$ cat config.mk
export PLATFORM = sky130hd
export DESIGN_NAME = kspsl_cell
export DESIGN_NICKNAME = d
export VERILOG_FILES = /design/src/design/kspsl_pkg.sv /design/src/design/kspsl_cell.sv
export SDC_FILE = /design/constraint.sdc
export NUM_CORES = 1
export LEC_CHECK = 0
export ABC_AREA = 1
export BUFFER_PORTS_ARGS = -buffer_cell sky130_fd_sc_hd__buf_2
export CORE_MARGIN = 2
export CORE_UTILIZATION = 39
export DETAILED_ROUTE_END_ITERATION = 10
export PLACE_DENSITY = 0.78
export SLEW_MARGIN = 20
export SYNTH_ARGS = -nofsm -noshare
export SYNTH_HDL_FRONTEND = slang
export SYNTH_SLANG_ARGS = --single-unit
$ cat constraint.sdc
create_clock -name clk -period 2.6 [get_ports clk]
set_clock_uncertainty 0.05 [all_clocks]
set_input_delay 0.13 -clock clk [delete_from_list [all_inputs] [get_ports clk]]
set_output_delay 0.13 -clock clk [all_outputs]
set_load 0.02 [all_outputs]
$ cat src/design/kspsl_pkg.sv
`timescale 1ns / 1ps
// ----------------------------------------------------------------------------
// kspsl_pkg
// Shared constants and types for the keyed slot pool with a sorted list.
// ----------------------------------------------------------------------------
package kspsl_pkg;
  localparam int POOL_SIZE_DEF = 64;
  localparam int KEY_BITS_DEF  = 16;

  localparam logic [1:0] OP_ADD     = 2'd0;
  localparam logic [1:0] OP_EXPIRE  = 2'd1;
  localparam logic [1:0] OP_RECYCLE = 2'd2;
  localparam logic [1:0] OP_READ    = 2'd3;

  localparam logic [1:0] ST_OK       = 2'd0;
  localparam logic [1:0] ST_FULL     = 2'd1;
  localparam logic [1:0] ST_RANGE    = 2'd2;
  localparam logic [1:0] ST_INACTIVE = 2'd3;

  typedef enum logic [3:0] {
    S_IDLE = 4'b0001,
    S_SRCH = 4'b0010,
    S_RUN  = 4'b0100,
    S_OUT  = 4'b1000
  } state_t;

  // Command broadcast from the controller to every cell.
  typedef struct packed {
    logic ins;      // insert step of add
    logic cmp;      // compaction step of recycle
  } cell_cmd_t;
endpackage

$ cat src/design/kspsl_cell.sv
`timescale 1ns / 1ps
// ----------------------------------------------------------------------------
// kspsl_cell
// One list position: holds a slot number, its key and its dead flag.
// ----------------------------------------------------------------------------
module kspsl_cell import kspsl_pkg::*; #(
  parameter int SW = 6,
  parameter int KW = 16
) (
  input  logic          clk,
  input  cell_cmd_t     cmd,
  input  logic          occ,       // this position is inside the list
  input  logic          left_gt,   // left neighbor holds a key above the new one
  input  logic          left_occ,
  input  logic [SW-1:0] left_slot,
  input  logic [KW-1:0] left_key,
  input  logic          left_dead,
  input  logic [SW-1:0] new_slot,
  input  logic [KW-1:0] new_key,
  input  logic          shift_in,  // compaction: take the value from the right
  input  logic [SW-1:0] right_slot,
  input  logic [KW-1:0] right_key,
  input  logic          right_dead,
  input  logic          set_dead,
  output logic          gt,
  output logic [SW-1:0] slot,
  output logic [KW-1:0] key,
  output logic          dead
);
  logic [SW-1:0] slot_r;
  logic [KW-1:0] key_r;
  logic          dead_r;

  assign gt   = occ && (key_r > new_key);
  assign slot = slot_r;
  assign key  = key_r;
  assign dead = dead_r;

  always_ff @(posedge clk) begin
    if (cmd.ins) begin
      if (left_gt && left_occ) begin
        slot_r <= left_slot;
        key_r  <= left_key;
        dead_r <= left_dead;
      end else if (gt || !occ) begin
        slot_r <= new_slot;
        key_r  <= new_key;
        dead_r <= 1'b0;
      end
    end else if (cmd.cmp && shift_in) begin
      slot_r <= right_slot;
      key_r  <= right_key;
      dead_r <= right_dead;
    end else if (set_dead) begin
      dead_r <= 1'b1;
    end
  end
endmodule

### Word-level counts from Yosys, hierarchy flattened

Cells that the tools add are included.

| operators by class | value |
|---|---|
| add/sub/neg operators | 0 |
| multipliers | 0 |
| divide/modulo/power cells | 0 |
| order comparisons | 1 |
| eq/ne operators | 1 |
| shift operators | 0 |
| mux-type cells | 13 |
| bitwise gates (word level) | 0 |
| reductions and logical operators | 9 |

Operators by type and width:

| cell | count |
|---|---|
| 16-bit two-way mux | 4 |
| 6-bit two-way mux | 4 |
| 16-bit greater-than comparator | 1 |
| 1-bit two-way mux | 5 |
| 2-bit AND reduction | 2 |
| 1-bit logical AND | 3 |
| 3-bit by 1-bit != test with 1-bit output (second input constant) | 1 |
| 3-bit nonzero test | 1 |
| 2-bit nonzero test | 1 |
| 1-bit zero test | 1 |
| 1-bit logical OR | 1 |

| storage, ports and cells | value |
|---|---|
| bits in registers | 23 |
| latch bits | 0 |
| memory bits (writable) | 0 |
| memory bits (read-only) | 0 |
| input bits | 76 |
| output and inout bits | 24 |
| logic and storage cells | 27 |
| memories | 0 |

### Logic depth before layout (Yosys ltp)

Gate-level depths: netlist of run 1.

| depth | value |
|---|---|
| word-level depth | 6 |
| mapped depth | 13 |
| depth with buffers taken out | 13 |

### Worst setup path before layout of run 1

Ideal clock, no wire load.

| timing | value |
|---|---|
| path kind | reg2reg |
| from | register key_r[15] (netlist: key[15]) |
| to | register key_r[0] (netlist: key[0]), enable pin |
| library setup time | 408 ps |
| arrival time | 2366 ps |
| data required time | 2142 ps |
| slack | -225 ps |
| stages on the path, launching flop included | 8 |
| buffers on the path | 0 |
| period minus slack after synthesis | 2825 ps |
| cells stage by stage | edfxtp_1 > ha_1 > nand2_2 > nor3_2 > nand2_1 > nand2_1 > nand2_2 > a21oi_1 |

| between the ends | value |
|---|---|
| word-level cells in the longest chain between the ends | 5 |

Ends and longest elaborated chain:

| what | line | text |
|---|---|---|
| start, declared | kspsl_cell.sv:31 | `logic [KW-1:0] key_r;` |
| start signal, assigned | kspsl_cell.sv:43 | `key_r <= left_key;` |
| start signal, assigned | kspsl_cell.sv:47 | `key_r <= new_key;` |
| start signal, assigned | kspsl_cell.sv:52 | `key_r <= right_key;` |
| 16-bit greater-than comparator | kspsl_cell.sv:34 | `assign gt = occ && (key_r > new_key);` |
| 1-bit logical AND | kspsl_cell.sv:34 |  |
| 1-bit logical OR | kspsl_cell.sv:45 | `end else if (gt \|\| !occ) begin` |
| 3-bit by 1-bit != test with 1-bit output (no source line) | - |  |
| 2-bit AND reduction (no source line) | - |  |

Every way passes these cells.
A chain may end at the register's enable or synchronous reset.

### Final worst setup path of run 1

| timing | value |
|---|---|
| from | register key_r[11] (netlist: key[11]) |
| to | register key_r[13] (netlist: key[13]), enable pin |

Same word-level chain as after synthesis.

==> impl_metrics.xml, run 1 <==
<?xml version="1.0" encoding="UTF-8"?>
<metrics>
  <group name="timing">
    <metric name="final_critical_path_required_period" unit="ps">1962</metric>
    <metric name="finalSetupViolCount" unit="">0</metric>
    <metric name="timing.final.hold_violations" unit="">0</metric>
    <metric name="fin_worst_hold_slack" unit="ps">119.2</metric>
    <metric name="max_slew_margin" unit="">0.6583</metric>
    <metric name="max_freq" unit="MHz">509.7</metric>
    <metric name="rsz_0062_raised_after_global_routing" unit="">false</metric>
    <metric name="finalMaxSlewViolations" unit="">0</metric>
    <metric name="tightestPinTransition" unit="ps">512.5</metric>
    <metric name="setup_total_negative_slack" unit="ps">0</metric>
    <metric name="period_share" unit="">0.7546</metric>
  </group>
  <group name="routing">
    <metric name="wirelength_routed" unit="mm">4.460</metric>
    <metric name="detail_route.drc_violations" unit="">0</metric>
    <metric name="drt_pre_antenna_iters" unit="">4</metric>
    <metric name="wl_per_cell" unit="µm">12.60</metric>
    <metric name="vias" unit="">1742</metric>
    <metric name="drt_iter0_markers" unit="">55</metric>
    <metric name="drtAntennaViolNets" unit="">0</metric>
    <metric name="vias_per_cell" unit="">4.921</metric>
  </group>
  <group name="cts">
    <metric name="clock_root_cell" unit="">clkbuf_8</metric>
    <metric name="post_cts_setup_buffer_count" unit="">0</metric>
    <metric name="cts_max_path_buffers" unit="">2</metric>
    <metric name="cts_tree" unit="">built</metric>
    <metric name="cts_made_buffers" unit="">3</metric>
    <metric name="ctsResizeCount" unit="">0</metric>
    <metric name="cts_num_sinks" unit="">23</metric>
    <metric name="cts-hold-fix-buffers" unit="">0</metric>
    <metric name="clk_latency" unit="ps">270</metric>
    <metric name="h_tree_lvls" unit="">1</metric>
    <metric name="path_clk_slew" unit="ps">80</metric>
  </group>
  <group name="logic_synthesis">
    <metric name="synthesis.nets" unit="">299</metric>
    <metric name="postSynth.topFlopCell" unit="">edfxtp_1</metric>
    <metric name="synthDominantAreaCellType" unit="">edfxtp_1</metric>
    <metric name="post_synth_instance_area" unit="µm²">1630</metric>
    <metric name="cell_with_the_most_instances_after_synthesis" unit="">a21oi_1</metric>
    <metric name="synth_enable_flop_cells" unit="">23</metric>
    <metric name="ys_seq_area_frac" unit="">0.4236</metric>
    <metric name="synth-async-reset-ratio" unit="">0</metric>
    <metric name="flops_latches_synth" unit="">23</metric>
    <metric name="synth.lib_cells_used.distinct" unit="">17</metric>
    <metric name="synth_area_per_cell" unit="µm²">7.876</metric>
    <metric name="synthTopCellsByCount" unit="">a21oi_1, nand2_1, nor2_1</metric>
    <metric name="netlist_instances" unit="">207</metric>
    <metric name="synth_top_cells_by_area" unit="">edfxtp_1, a21oi_1, ha_1</metric>
    <metric name="yosys.area.top_type_share" unit="">0.4236</metric>
    <metric name="synthesis.yosys.warnings" unit="">0</metric>
  </group>
  <group name="placed_design">
    <metric name="placed_cell_area" unit="µm²">2170</metric>
    <metric name="dp.final_hpwl" unit="mm">3.476</metric>
    <metric name="dpl.cell_count" unit="">350</metric>
    <metric name="port_buffers" unit="">99</metric>
    <metric name="place.gp.congestion" unit="">0.7690</metric>
  </group>
  <group name="critical_path">
    <metric name="timing.critical_path.mode_cell" unit="">nand2_1</metric>
    <metric name="worst-endpoint-arrival" unit="ps">1880</metric>
    <metric name="cp-start-kind" unit="">register</metric>
    <metric name="crit_chain" unit="">ha_1 &gt; nand4_1 &gt; nor3_2 &gt; nand2_1 &gt; nand2_1 &gt; nand2_2 &gt; a21oi_2 &gt; buf_4</metric>
    <metric name="largest_incremental_delay_on_the_critical_path" unit="ps">400</metric>
    <metric name="path_max_fanout" unit="">13</metric>
    <metric name="criticalPathCategory" unit="">reg2reg</metric>
    <metric name="critical_path.slowest_cell" unit="">edfxtp_1</metric>
    <metric name="worstPathRequired" unit="ps">2520</metric>
    <metric name="critPathCaptureType" unit="">register</metric>
  </group>
  <group name="floorplan">
    <metric name="dieWidth" unit="µm">68.66</metric>
    <metric name="rows" unit="">23</metric>
    <metric name="core" unit="µm²">4000</metric>
    <metric name="start_util" unit="">0.4076</metric>
    <metric name="floorplan.io_pins" unit="">100</metric>
    <metric name="die-height" unit="µm">68.66</metric>
    <metric name="die-area" unit="µm²">4714</metric>
  </group>
  <group name="grt">
    <metric name="initial_antenna_violation_count" unit="">0</metric>
    <metric name="global_route.usage.met2" unit="">0.3726</metric>
    <metric name="grt_overflow" unit="">0</metric>
    <metric name="met3_usage_grt" unit="">0.02760</metric>
    <metric name="globalRouteMet1Util" unit="">0.2120</metric>
    <metric name="gr-max-usage-layer" unit="">met2</metric>
    <metric name="grt_start_max_net_pins" unit="">27</metric>
    <metric name="first_global_vias" unit="">1625</metric>
    <metric name="grt_first_pass_wirelength" unit="mm">6.893</metric>
    <metric name="grt_util_all_layers" unit="">0.1935</metric>
  </group>
  <group name="layout">
    <metric name="postLayoutCellArea" unit="µm²">2215</metric>
    <metric name="layout-area-overhead-vs-synth" unit="%">35.84</metric>
    <metric name="design.final.nets" unit="">397</metric>
    <metric name="drive_above_1_share" unit="">0.3717</metric>
    <metric name="diodes" unit="">0</metric>
    <metric name="fill_cells" unit="">382</metric>
    <metric name="instances_no_fill" unit="">354</metric>
  </group>
  <group name="power_and_ir_drop">
    <metric name="ir_drop" unit="V">0.0002342</metric>
    <metric name="total_power" unit="mW">1.028</metric>
    <metric name="power.density" unit="nW/µm²">464.0</metric>
    <metric name="power.static_leakage" unit="nW">1.135</metric>
  </group>
  <group name="run_status">
    <metric name="outcome" unit="">finished clean</metric>
  </group>
  <group name="min_path">
    <metric name="worst_hold_path_type" unit="">in2reg</metric>
  </group>
  <group name="run">
    <metric name="drv.max_cap_violation_count" unit="">0</metric>
  </group>
</metrics>
## flip-flops by register name, summed over array words and instances, names as in the netlist
signal	count
dead	1
key	16
slot	6
## per-layer routing
metal / part of all wire / wire length [µm] / up-vias
met1: 0.40 / 1763 / 781
met3: 0.057 / 255 / 5
met5: 0 / 0 / -
li1: - / - / 888
met4: 0.012 / 54 / 0
met2: 0.54 / 2387 / 68
## final timing paths
check	from	to	slack, ps	cells after the start
worst min-delay path	left_dead	dead$_DFFE_PP_	120	3
worst min register to register	key[1]$_DFFE_PP_	dead$_DFFE_PP_	1020	6
worst max register to register	key[11]$_DFFE_PP_	key[13]$_DFFE_PP_	640	8
worst max-delay path	key[11]$_DFFE_PP_	key[13]$_DFFE_PP_	640	8
## kinds of logic after synthesis
group / share of synthesized area
buf+inv: 0.08289
fa+ha+maj: 0.1228
compound gates: 0.1758
simple gates: 0.1949
flops: 0.4236
## cells in the final DEF (no fill, tap or decap)
| cell | count |
|---|---|
| clkbuf_1 | 1 |
| a21o_1 | 1 |
| inv_2 | 2 |
| a21oi_2 | 2 |
| nand3_1 | 3 |
| inv_1 | 22 |
| nor2_1 | 28 |
| nand2_2 | 2 |
| buf_2 | 99 |
| o21ai_0 | 2 |
| nand2_1 | 42 |
| nand4_1 | 1 |
| nor3_1 | 1 |
| edfxtp_1 | 23 |
| ha_1 | 16 |
| a21oi_1 | 51 |
| nor2_2 | 1 |
| buf_4 | 3 |
| clkbuf_8 | 3 |
| nor3_2 | 1 |
## power by group
| part | internal (mW) | leakage [nW] | switching (mW) | total, mW |
|---|---|---|---|---|
| clock | 0.110 | 0.0228 | 0.119 | 0.229 |
| sequential | 0.456 | 0.225 | 0.0149 | 0.471 |
| combinational | 0.132 | 0.887 | 0.196 | 0.328 |
| total | 0.698 | 1.13 | 0.330 | 1.03 |
## metrics by stage
step	setup WS, ps	utilization
finish	638.0	0.5536
global route	503.7	0.5536
CTS	629.2	0.5536
detailed placement	635.8	0.5424
global placement	707.0	0.5424
floorplan	208.8	-
## worst max-delay path: cells and delay by family (launching register included)
kind	cells	cell delay (ps)
buffers and inverters	1	230
AO/OA/AOI/OAI	1	140
AND/OR/NAND/NOR	5	520
adder cells (fa/ha/maj)	1	330
flip-flops	1	400
## cell type report
type,instances,area (µm²),area share
multi-input cells,151,808.3,0.3650
flip-flops and latches,23,690.7,0.3119
repair buffers,102,518.0,0.2339
inverters,24,90.09,0.04068
well taps,50,62.56,0.02825
clock buffers,4,45.04,0.02034
Note: power is estimated with default switching activity, not from simulation.
==> run 2, diff against run 1 <==
- CORE_UTILIZATION: 39 -> 40
- PLACE_DENSITY: 0.78 -> 0.76
- clock period: 2.6 -> 2.05 ns (I/O delays scaled with it)
==> impl_metrics.xml, run 2 (synthesis results as in run 1) <==
<?xml version="1.0" encoding="UTF-8"?>
<metrics>
  <group name="timing">
    <metric name="timing.final.hold_violations" unit="">0</metric>
    <metric name="max_slew_margin" unit="">0.7074</metric>
    <metric name="period_share" unit="">0.9498</metric>
    <metric name="final_critical_path_required_period" unit="ps">1947</metric>
    <metric name="finalSetupViolCount" unit="">0</metric>
    <metric name="rsz_0062_raised_after_global_routing" unit="">true</metric>
    <metric name="finalMaxSlewViolations" unit="">0</metric>
    <metric name="tightestPinTransition" unit="ps">435.5</metric>
    <metric name="max_freq" unit="MHz">513.6</metric>
  </group>
  <group name="routing">
    <metric name="vias" unit="">1733</metric>
    <metric name="detail_route.drc_violations" unit="">0</metric>
    <metric name="drt_pre_antenna_iters" unit="">6</metric>
    <metric name="vias_per_cell" unit="">4.854</metric>
    <metric name="wl_per_cell" unit="µm">12.49</metric>
    <metric name="drtAntennaViolNets" unit="">0</metric>
    <metric name="drt_iter0_markers" unit="">72</metric>
    <metric name="wirelength_routed" unit="mm">4.460</metric>
  </group>
  <group name="grt">
    <metric name="grt_first_pass_wirelength" unit="mm">6.900</metric>
    <metric name="grt_start_max_net_pins" unit="">24</metric>
    <metric name="initial_antenna_violation_count" unit="">0</metric>
    <metric name="grt_util_all_layers" unit="">0.1940</metric>
    <metric name="grt_overflow" unit="">0</metric>
    <metric name="first_global_vias" unit="">1648</metric>
  </group>
  <group name="layout">
    <metric name="postLayoutCellArea" unit="µm²">2300</metric>
    <metric name="mostFrequentLayoutCells" unit="">buf_2, a21oi_1, nand2_1</metric>
    <metric name="layout_commonest_cell" unit="">buf_2</metric>
    <metric name="design.final.nets" unit="">400</metric>
    <metric name="layout-area-overhead-vs-synth" unit="%">41.06</metric>
    <metric name="instances_no_fill" unit="">357</metric>
    <metric name="diodes" unit="">0</metric>
    <metric name="drive_above_1_share" unit="">0.3876</metric>
    <metric name="largest_register_ff_count" unit="">16</metric>
    <metric name="utilization" unit="">0.5791</metric>
  </group>
  <group name="floorplan">
    <metric name="floorplan.io_pins" unit="">100</metric>
    <metric name="die-height" unit="µm">67.84</metric>
    <metric name="die-area" unit="µm²">4602</metric>
    <metric name="dieWidth" unit="µm">67.84</metric>
    <metric name="core" unit="µm²">3971</metric>
    <metric name="start_util" unit="">0.4105</metric>
    <metric name="rows" unit="">23</metric>
  </group>
  <group name="placed_design">
    <metric name="placed_cell_area" unit="µm²">2237</metric>
    <metric name="port_buffers" unit="">99</metric>
    <metric name="dpl.cell_count" unit="">353</metric>
    <metric name="place.gp.congestion" unit="">0.8258</metric>
    <metric name="dp.final_hpwl" unit="mm">3.521</metric>
  </group>
  <group name="critical_path">
    <metric name="r2r_cells" unit="">8</metric>
    <metric name="worstPathRequired" unit="ps">1980</metric>
    <metric name="cp-start-kind" unit="">register</metric>
    <metric name="path_max_fanout" unit="">11</metric>
    <metric name="critPathCaptureType" unit="">register</metric>
    <metric name="worst-endpoint-arrival" unit="ps">1880</metric>
    <metric name="timing.reg2reg.setup_slack" unit="ps">100</metric>
    <metric name="rr_endpoint" unit="">slot[1]$_DFFE_PP_</metric>
    <metric name="criticalPathCategory" unit="">reg2reg</metric>
    <metric name="worst_r2r_startpoint" unit="">key[15]$_DFFE_PP_</metric>
  </group>
  <group name="power_and_ir_drop">
    <metric name="ir_drop" unit="V">0.0002881</metric>
    <metric name="power.density" unit="nW/µm²">578.4</metric>
    <metric name="power.static_leakage" unit="nW">1.161</metric>
    <metric name="total_power" unit="mW">1.330</metric>
  </group>
  <group name="min_path">
    <metric name="hold_path_end" unit="">dead$_DFFE_PP_</metric>
    <metric name="worstHoldPathCells" unit="">3</metric>
    <metric name="worst_hold_path_type" unit="">in2reg</metric>
    <metric name="hold_path_startpoint" unit="">right_dead</metric>
  </group>
  <group name="cts">
    <metric name="h_tree_lvls" unit="">1</metric>
    <metric name="post_cts_setup_buffer_count" unit="">0</metric>
    <metric name="clk_latency" unit="ps">260</metric>
    <metric name="cts_max_path_buffers" unit="">2</metric>
    <metric name="path_clk_slew" unit="ps">80</metric>
    <metric name="clock_root_cell" unit="">clkbuf_8</metric>
    <metric name="cts_made_buffers" unit="">3</metric>
    <metric name="cts_num_sinks" unit="">23</metric>
    <metric name="cts_tree" unit="">built</metric>
  </group>
  <group name="run_status">
    <metric name="outcome" unit="">finished clean</metric>
  </group>
  <group name="run">
    <metric name="drv.max_cap_violation_count" unit="">0</metric>
  </group>
</metrics>
-- run 2: cell types whose count changed in the layout (fill, tap and decap cells not counted), sizes merged --
cell / previous run / this run
buf: 102 / 105
-- run 2: metal layers --
metal  up-vias  routed length, µm  GRT usage
met5         -                  0          0
met4         0                 61    0.05250
met3         6                180    0.01974
met2        49               2376     0.3689
met1       785               1841     0.2309
li1        893                  -          -
-- run 2: per-stage QoR --
stage	hold slack (ps)	setup TNS [ps]	worst slack [ps]
final	94.15	0	103.0
after global routing	115.1	-1130	-55.15
after CTS	96.27	0	99.34
after detailed placement	359.8	0	112.0
after global placement	349.9	0	165.2
after floorplan	263.8	-1733	-78.79
-- run 2: area by class of cell --
| cell class | instances | area [µm²] |
|---|---|---|
| fillers | 361 | 1672 |
| multi-input cells | 151 | 843.3 |
| flip-flops and latches | 23 | 690.7 |
| repair buffers | 105 | 568.0 |
| inverters | 24 | 90.09 |
| well taps | 50 | 62.56 |
| clock buffers | 4 | 45.04 |
-- run 2: worst max path at each step --
stage | end | cells past startpoint | slack (ps) | from
finish | slot[1]$_DFFE_PP_ | 8 | 100 | key[15]$_DFFE_PP_
global route | slot[1]$_DFFE_PP_ | 12 | -60 | key[1]$_DFFE_PP_
CTS | slot[2]$_DFFE_PP_ | 8 | 100 | key[15]$_DFFE_PP_
detailed placement | key[5]$_DFFE_PP_ | 8 | 110 | key[15]$_DFFE_PP_
global placement | key[1]$_DFFE_PP_ | 8 | 170 | key[13]$_DFFE_PP_
floorplan | key[0]$_DFFE_PP_ | 9 | -80 | key[7]$_DFFE_PP_
-- run 2: worst max-delay path: stages, from the launching register on --
cell and delay, ps:
edfxtp_1 450, ha_4 300, nand2_2 60, nor3_2 210, nand2_1 70, nand2_1 70
nand2_2 80, a21oi_4 200, buf_12 160
-- run 2: repair_timing --
| action | 4_1_cts | 5_1_grt |
|---|---|---|
| endpoints found under the setup margin | 0 | 23 |
| resized for setup | 0 | 4 |
| endpoints found under the hold margin | 0 | 0 |
| hold buffers | 0 | 0 |
-- run 2: where the power goes --
part	internal [mW]	switching [mW]	total, mW	leakage (nW)
registers	0.579	0.0220	0.601	0.225
clock network	0.138	0.141	0.279	0.0228
logic	0.190	0.260	0.450	0.914
total	0.908	0.423	1.33	1.16
